## config.mk

```make
export PLATFORM = sky130hd
export DESIGN_NAME = prg_isqrt
export DESIGN_NICKNAME = d
export VERILOG_FILES = /design/src/hw/rtl/primary_ray_generator_core_defines.svh /design/src/hw/rtl/prg_pkg.sv /design/src/hw/rtl/prg_isqrt.sv
export SDC_FILE = /design/constraint.sdc
export NUM_CORES = 2
export LEC_CHECK = 0
export BUFFER_PORTS_ARGS = -buffer_cell sky130_fd_sc_hd__clkbuf_2
export CORE_ASPECT_RATIO = 1.1
export CORE_MARGIN = 4
export CORE_UTILIZATION = 35
export CTS_CLUSTER_SIZE = 10
export DETAILED_ROUTE_END_ITERATION = 10
export SETUP_SLACK_MARGIN = 0.15
export SLEW_MARGIN = 20
export SYNTH_ARGS = -nofsm -noshare
export SYNTH_HDL_FRONTEND = slang
export SYNTH_SLANG_ARGS = --single-unit
```

## constraint.sdc

```tcl
create_clock -name clk -period 17.8 [get_ports clk]
set_input_delay 5.34 -clock clk [delete_from_list [all_inputs] [get_ports clk]]
set_output_delay 5.34 -clock clk [all_outputs]
set_load 0.005 [all_outputs]
```

## src/hw/rtl/primary_ray_generator_core_defines.svh

```systemverilog
// assertion helpers for the primary ray generator
`ifndef PRIMARY_RAY_GENERATOR_CORE_DEFINES_SVH
`define PRIMARY_RAY_GENERATOR_CORE_DEFINES_SVH

`define PRG_ASSERT_IMP(label, clk, rst, a, c) \
  label: assert property (@(posedge clk) disable iff (rst) (a) |-> (c)) \
    else $error("check failed");

`define PRG_ASSERT_NEXT(label, clk, rst, a, c) \
  label: assert property (@(posedge clk) disable iff (rst) (a) |=> (c)) \
    else $error("check failed");

`endif

```

## src/hw/rtl/prg_pkg.sv

```systemverilog
`default_nettype none
package prg_pkg;

  localparam int unsigned RegW = 48;
  localparam int unsigned IdxW = 3;

  localparam logic [IdxW-1:0] REG_ORIGIN = 3'd0;
  localparam logic [IdxW-1:0] REG_VIEW   = 3'd1;
  localparam logic [IdxW-1:0] REG_RIGHT  = 3'd2;
  localparam logic [IdxW-1:0] REG_UP     = 3'd3;
  localparam logic [IdxW-1:0] REG_DIST   = 3'd4;
  localparam logic [IdxW-1:0] REG_PITCH  = 3'd5;
  localparam logic [IdxW-1:0] REG_WIDTH  = 3'd6;
  localparam logic [IdxW-1:0] REG_HEIGHT = 3'd7;

  typedef struct packed {
    logic [11:0] pixel_col;
    logic [11:0] pixel_row;
  } pix_t;

  typedef struct packed {
    logic signed [15:0] origin_x;
    logic signed [15:0] origin_y;
    logic signed [15:0] origin_z;
    logic signed [15:0] dir_x;
    logic signed [15:0] dir_y;
    logic signed [15:0] dir_z;
    logic               zero_length;
  } ray_t;

endpackage
`default_nettype wire

```

## src/hw/rtl/prg_isqrt.sv

```systemverilog
`default_nettype none
// pipelined integer square root, 62-bit radicand, two result bits a stage
module prg_isqrt
  import prg_pkg::*;
#(
  parameter int unsigned TagW = 8
) (
  input  wire logic            clk,
  input  wire logic            rst,
  input  wire logic            en,
  input  wire logic            in_valid,
  input  wire logic [61:0]     radicand,
  input  wire logic [TagW-1:0] in_tag,
  output logic                 out_valid,
  output logic [30:0]          root,
  output logic [TagW-1:0]      out_tag
);
  localparam int unsigned Steps = 31;
  localparam int unsigned Stages = 16;

  logic [Stages:0]           vld;
  logic [63:0]               rem  [Stages+1];
  logic [31:0]               res  [Stages+1];
  logic [TagW-1:0]           tag  [Stages+1];

  assign vld[0] = in_valid;
  assign rem[0] = {2'b00, radicand};
  assign res[0] = '0;
  assign tag[0] = in_tag;

  for (genvar s = 0; s < Stages; s++) begin : g_stage
    logic [63:0] r_c;
    logic [31:0] q_c;
    always_comb begin
      logic [63:0] trial;
      r_c = rem[s];
      q_c = res[s];
      for (int j = 0; j < 2; j++) begin
        if (2 * s + j < Steps) begin
          trial = {q_c, 2'b01} << (2 * (Steps - 1 - (2 * s + j)));
          if (r_c >= trial) begin
            r_c = r_c - trial;
            q_c = {q_c[30:0], 1'b1};
          end else begin
            q_c = {q_c[30:0], 1'b0};
          end
        end
      end
    end
    always_ff @(posedge clk) begin
      if (rst) begin
        vld[s+1] <= 1'b0;
      end else if (en) begin
        vld[s+1] <= vld[s];
      end
      if (en) begin
        rem[s+1] <= r_c;
        res[s+1] <= q_c;
        tag[s+1] <= tag[s];
      end
    end
  end

  assign out_valid = vld[Stages];
  assign root      = res[Stages][30:0];
  assign out_tag   = tag[Stages];
endmodule
`default_nettype wire

```

**Word-level counts from Yosys, hierarchy flattened**

Index checks and enable logic that the tools add are counted.

- Register bits: 1375
- Bits in latches: 0
- Bits in writable memories: 0
- Bits in read-only memories: 0
- Memories kept: 0

- $add $sub $neg: 30
- $mul: 0
- Divide/modulo/power cells: 0
- Order comparisons: 31
- Eq/ne operators: 0
- Shift-type cells: 0
- Mux-type cells: 61
- Bitwise logic cells: 0
- Reduce and logical (&&, ||, !) cells: 0

Operator list:

| cell | number |
|---|---|
| $mux W64 | 30 |
| $ge A64 B32 Y1 | 1 |
| $ge A64 B33 Y1 | 1 |
| $ge A64 B34 Y1 | 1 |
| $ge A64 B35 Y1 | 1 |
| $ge A64 B36 Y1 | 1 |
| $ge A64 B37 Y1 | 1 |
| $ge A64 B38 Y1 | 1 |
| $ge A64 B39 Y1 | 1 |
| $ge A64 B40 Y1 | 1 |
| $ge A64 B41 Y1 | 1 |
| $ge A64 B42 Y1 | 1 |
| $ge A64 B43 Y1 | 1 |
| $ge A64 B44 Y1 | 1 |
| $ge A64 B45 Y1 | 1 |
| $ge A64 B46 Y1 | 1 |
| $ge A64 B47 Y1 | 1 |
| $ge A64 B48 Y1 | 1 |
| $ge A64 B49 Y1 | 1 |
| $ge A64 B50 Y1 | 1 |
| $ge A64 B51 Y1 | 1 |
| $ge A64 B52 Y1 | 1 |
| $ge A64 B53 Y1 | 1 |
| $ge A64 B54 Y1 | 1 |
| other kinds (39) | 69 |

**Logic depth before layout (Yosys ltp)**

- Word-level depth: 4
- Mapped depth: 32

**Least setup slack after synthesis**

No wires, ideal clock.

- Path type: input -> register
- Start point: input port radicand[46]
- End point: register rem[1020] (netlist name) (data pin)
- Library setup time: 0.260 ns
- Arrival: 7.584 ns
- Required time: 17.540 ns
- Slack: 9.956 ns
- Stages on the path: 12
- Path buffers: 0
- Cell sequence: nor4_1 > nand4_1 > nor4_1 > a31oi_1 > ha_1 > o21ai_0 > nor2_1 > a31oi_1 > nor2_1 > nand3_1 > nand2_1 > xor2_1

- Longest elaborated chain between the ends: 4
- Elaborated cells between the ends (all ways): 7

RTL lines:

| what | RTL line | source |
|---|---|---|
| start, declared | prg_isqrt.sv:12 | `input wire logic [61:0] radicand,` |
| $sub A62 B61 Y63 / $ge A62 B61 Y1 (equally long branches) | prg_isqrt.sv:42, prg_isqrt.sv:41 |  |
| $mux W64 / $mux W1 (equally long branches) | prg_isqrt.sv:41 | `if (r_c >= trial) begin` |
| $sub A64 B61 Y64 / $ge A64 B61 Y1 (equally long branches) | prg_isqrt.sv:42, prg_isqrt.sv:41 |  |
| $mux W64 * | prg_isqrt.sv:41 |  |
| net g_stage[0].r_c[60] | prg_isqrt.sv:32 | `logic [63:0] r_c;` |
| end signal, assigned by index | prg_isqrt.sv:57 | `rem[s+1] <= r_c;` |
| end, declared | prg_isqrt.sv:22 | `logic [63:0] rem [Stages+1];` |

Mark *: on every way through the listed nets, which the timed path passes. The rest lies on a longest branch.
A chain may end at the register's enable or synchronous reset.

**Worst setup path in the final report**

- Start point: register res[116] (netlist name)
- End point: register rem[188] (netlist name) (data pin)

- Longest elaborated chain between the ends: 4
- Elaborated cells between the ends (all ways): 7

RTL lines:

| what | RTL line | source |
|---|---|---|
| start, declared | prg_isqrt.sv:23 | `logic [31:0] res [Stages+1];` |
| start signal, assigned by index | prg_isqrt.sv:58 | `res[s+1] <= q_c;` |
| $sub A64 B36 Y64 / $ge A64 B36 Y1 (equally long branches) | prg_isqrt.sv:42, prg_isqrt.sv:41 |  |
| $mux W64 / $mux W1 (equally long branches) | prg_isqrt.sv:41 |  |
| $sub A64 B35 Y64 / $ge A64 B35 Y1 (equally long branches) | prg_isqrt.sv:42, prg_isqrt.sv:41 |  |
| $mux W64 * | prg_isqrt.sv:41 |  |
| net g_stage[13].r_c[60] | prg_isqrt.sv:32 |  |

Marked as above.

==> results.toml <==
[power]
clockPowerShare = 0.237
power.switching_uw = 5160
sequential_power_share = 0.349
power_density_nw_per_um2 = 141
p_int_uw = 8470
share_comb_of_total_power = 0.414
vdd_ir_drop_max_v = 0.000107
p_sw_frac = 0.379
p_leak_uw = 0.0364

[final_layout]
nNetsFinal = 9261
final_layout_size_suffix_gt1_frac = 0.0685
sequential_cell_area_um2 = 41100
area_delta_synth_final_pct = 10.9
multi_input_comb_area_um2 = 43200
fill_cells = 23900

[logic_synthesis]
synth_top_area_cell = "edfxtp_1"
async_flop_share = 0
synth_area_um2 = 87000
synth-edff-count = 1359
post_synth_inst_count = 8541
post_synth_main_area_contributors = "edfxtp_1 47%, ha_1 7.8%, xnor2_1 5.3%"
ys.flop_type = "edfxtp_1"
synth_area_per_cell_um2 = 10.2
syn-num-nets = 9155
synth_seq_area_share = 0.473
synthesis.yosys.warnings = 0
yosys.cell_types.count = 104
yosysTopAreaCellShare = 0.469
ys_ff_latch = 1375

[clocking]
holdBufCountCts = 0
htreeDepth = 4
clock_latency_ps = 810
post_cts_resized = 0
ctsRootBufferMaster = "clkbuf_16"
cts_tree = "built"
cts.clk_slew.worst_paths_ps = 50
cts_buffers = 168
clockBufferDepth = 3
postCtsSetupBuffers = 0
tritoncts_sink_count = 1375

[job]
cap_violations = 0

[critical_path]
critical_path_peak_fanout = 54
crit_end = "rem[188]$_DFFE_PP_"
required_time_reported_for_the_critical_path_endpoint_ps = 18320
arrival_ps = 9450
start_of_the_worst_register_to_register_path = "res[116]$_DFFE_PP_"
reg2regPathDepth = 26
worst_setup_path_end_kind = "register"
worst_flop_to_flop_path_endpoint = "rem[188]$_DFFE_PP_"
critPathKind = "reg2reg"
regToRegSetupSlack_ps = 8860
timing.critical_path.from = "res[116]$_DFFE_PP_"
setup.worst_path.start_class = "register"

[placed_design]
pre_cts_ws_ps = 8750
gp_routability_congestion = 0.932
hpwlAfterDp_um = 191000
io_buffer_count = 113

[detailed_routing]
drt.antenna.violating_nets = 0
routed_wl_um = 241000
drt-pass1-iter-count = 6
vias_after_detailed_routing = 65100
drc_viols = 0
wire_per_inst_um = 20.1
drtIter0Drc = 3827
vias_per_cell = 5.42

[sta]
final-setup-viol-count = 0
clock.fmax_ghz = 0.112
fin_crit_sh = 0.502
finalCriticalPeriod_ps = 8940
max_slew.worst_pin.slew_ps = 1100
finalMaxSlewViolations = 0
post-route-worst-setup-slack_ps = 8860
hold_viol = 0
rsz0062_at_grt = "false"
max-slew-margin-rel = 0.262
finalSetupTns_ps = 0
worst_clk_skew_ps = 58.4

[hold_path]
min_from = "tag[48]$_DFFE_PP_"
hp-class = "reg2reg"

[die]
core_area_um2 = 247000
dieArea_um2 = 257000
die_width_um = 483
std_cell_rows = 191
ioPinCount = 114
die-height_um = 531
starting_density_of_the_core = 0.353

[global_route]
grt_overflow_total = 0
maximum_number_of_pins_on_one_net_before_global_route_repair = 195
antenna_found_initial = 1
global_route.usage.total = 0.182
grt_first_pass_wirelength_um = 371000
grt_pass1_vias = 65800

[outcome]
status = "finished clean"
==> cells by family after synthesis <==
logic type,count (synthesis),share of synthesized area
compound gates,1974,0.143
simple gates,2969,0.174
xor+xnor,839,0.0847
fa+ha+maj,540,0.0776
flops,1375,0.473
buf+inv,721,0.0319
mux,123,0.0153
==> cells in the final DEF (no fill, tap or decap), types with 59 or more instances in the layout <==
| master | synthesis | routed |
|---|---|---|
| and2_1 | 65 | 65 |
| o21ai_0 | 410 | 410 |
| o21bai_1 | 59 | 59 |
| xor2_1 | 307 | 307 |
| a21o_1 | 237 | 237 |
| a211oi_1 | 61 | 61 |
| nor4_1 | 244 | 242 |
| mux2_2 | 81 | 81 |
| o21a_1 | 85 | 85 |
| nand4_1 | 156 | 156 |
| edfxtp_1 | 1359 | 1359 |
| ha_1 | 540 | 540 |
| nand2_1 | 658 | 658 |
| nor2_1 | 731 | 730 |
| clkbuf_16 | 0 | 170 |
| nand3_1 | 208 | 208 |
| a21oi_1 | 644 | 644 |
| inv_1 | 479 | 479 |
| nand2b_1 | 98 | 98 |
| nor2b_1 | 98 | 98 |
| a31oi_1 | 59 | 59 |
| nor3_1 | 228 | 225 |
| xnor2_1 | 530 | 530 |
| and3_1 | 64 | 64 |
| or3_1 | 100 | 100 |
| clkbuf_2 | 0 | 112 |
| o31ai_1 | 71 | 71 |
==> metal layers <==
metal / vias to the layer above / part of all wire / wire, um / global-route usage
met1: 31000 / 0.39 / 94800 / 0.198
li1: 32000 / - / - / -
met4: 0 / 0.054 / 13100 / 0.0926
met2: 1582 / 0.52 / 126000 / 0.348
met5: - / 0 / 0 / 0
met3: 554 / 0.031 / 7510 / 0.0204
==> metrics by stage <==
stage | hold slack (ps) | instances | cell area [um^2] | power [uW] | util
after floorplan | 400 | 8541 | 87000 | 8860 | -
after global placement | 401 | 11800 | 91300 | 10300 | 0.370
after detailed placement | 405 | 11800 | 91300 | 10400 | 0.370
after CTS | 416 | 12000 | 96500 | 13700 | 0.391
after global routing | 422 | 12000 | 96500 | 14500 | 0.391
final | 413 | 12000 | 96500 | 13600 | 0.391
==> cell type report <==
type	count	area share
multi-input cells	6445	0.447
flip-flops and latches	1375	0.426
clock buffers	187	0.0448
well taps	3281	0.0426
inverters	488	0.0190
repair buffers	169	0.0109
clock inverters	51	0.00899
diodes	3	0.0000778
==> registers in the layout, summed over array words and instances (netlist names) <==
name / flops
g_stage.$4.trial: 30
out_tag: 8
out_valid: 1
rem: 960
res: 210
root: 31
tag: 120
vld: 15
==> cell usage after synthesis, types with 228 or more instances <==
cell,instances
nor3_1,228
xnor2_1,530
a21oi_1,644
o21ai_0,410
a21o_1,237
ha_1,540
edfxtp_1,1359
nand2_1,658
xor2_1,307
nor2_1,731
inv_1,479
nor4_1,244
==> how the worst min path moves through the flow <==
stage	cells after the start	to	slack, ps
final	0	tag[40]$_DFFE_PP_	410
after CTS	0	tag[51]$_DFFE_PP_	420
after detailed placement	0	out_tag[2]$_DFFE_PP_	400
after global routing	0	tag[45]$_DFFE_PP_	420
after floorplan	0	out_tag[0]$_DFFE_PP_	400
after global placement	0	tag[43]$_DFFE_PP_	400
==> power by group through the flow <==
stage | Combinational, uW | Sequential (uW) | Clock, uW
5_1_grt | 6230 | 4800 | 3470
6_report | 5650 | 4750 | 3240
2_1_floorplan | 4290 | 4570 | 0
3_5_place_dp | 5560 | 4800 | 0
4_1_cts | 5600 | 4740 | 3340
3_3_place_gp | 5490 | 4800 | 0
==> worst max-delay path, stage by stage (launching register included) <==
cell      delay [ps]
edfxtp_1         360
inv_1             90
ha_1             430
nor4bb_1         730
nand4_1          170
nor4_1           850
or3_1            520
or2_2            190
buf_4            390
inv_1            300
buf_4            300
o21ai_0          310
ha_1             340
a21oi_1          170
nor2b_1           50
o21ai_0          140
nand2b_1         110
a311o_1          390
nand2_1           80
o211ai_1         100
o21ba_2          250
o31ai_1          140
a221oi_1         670
nand4b_4         810
and4b_1          580
nand3_1          120
xor2_1            80
No activity file was read; power rests on OpenSTA's default activity.
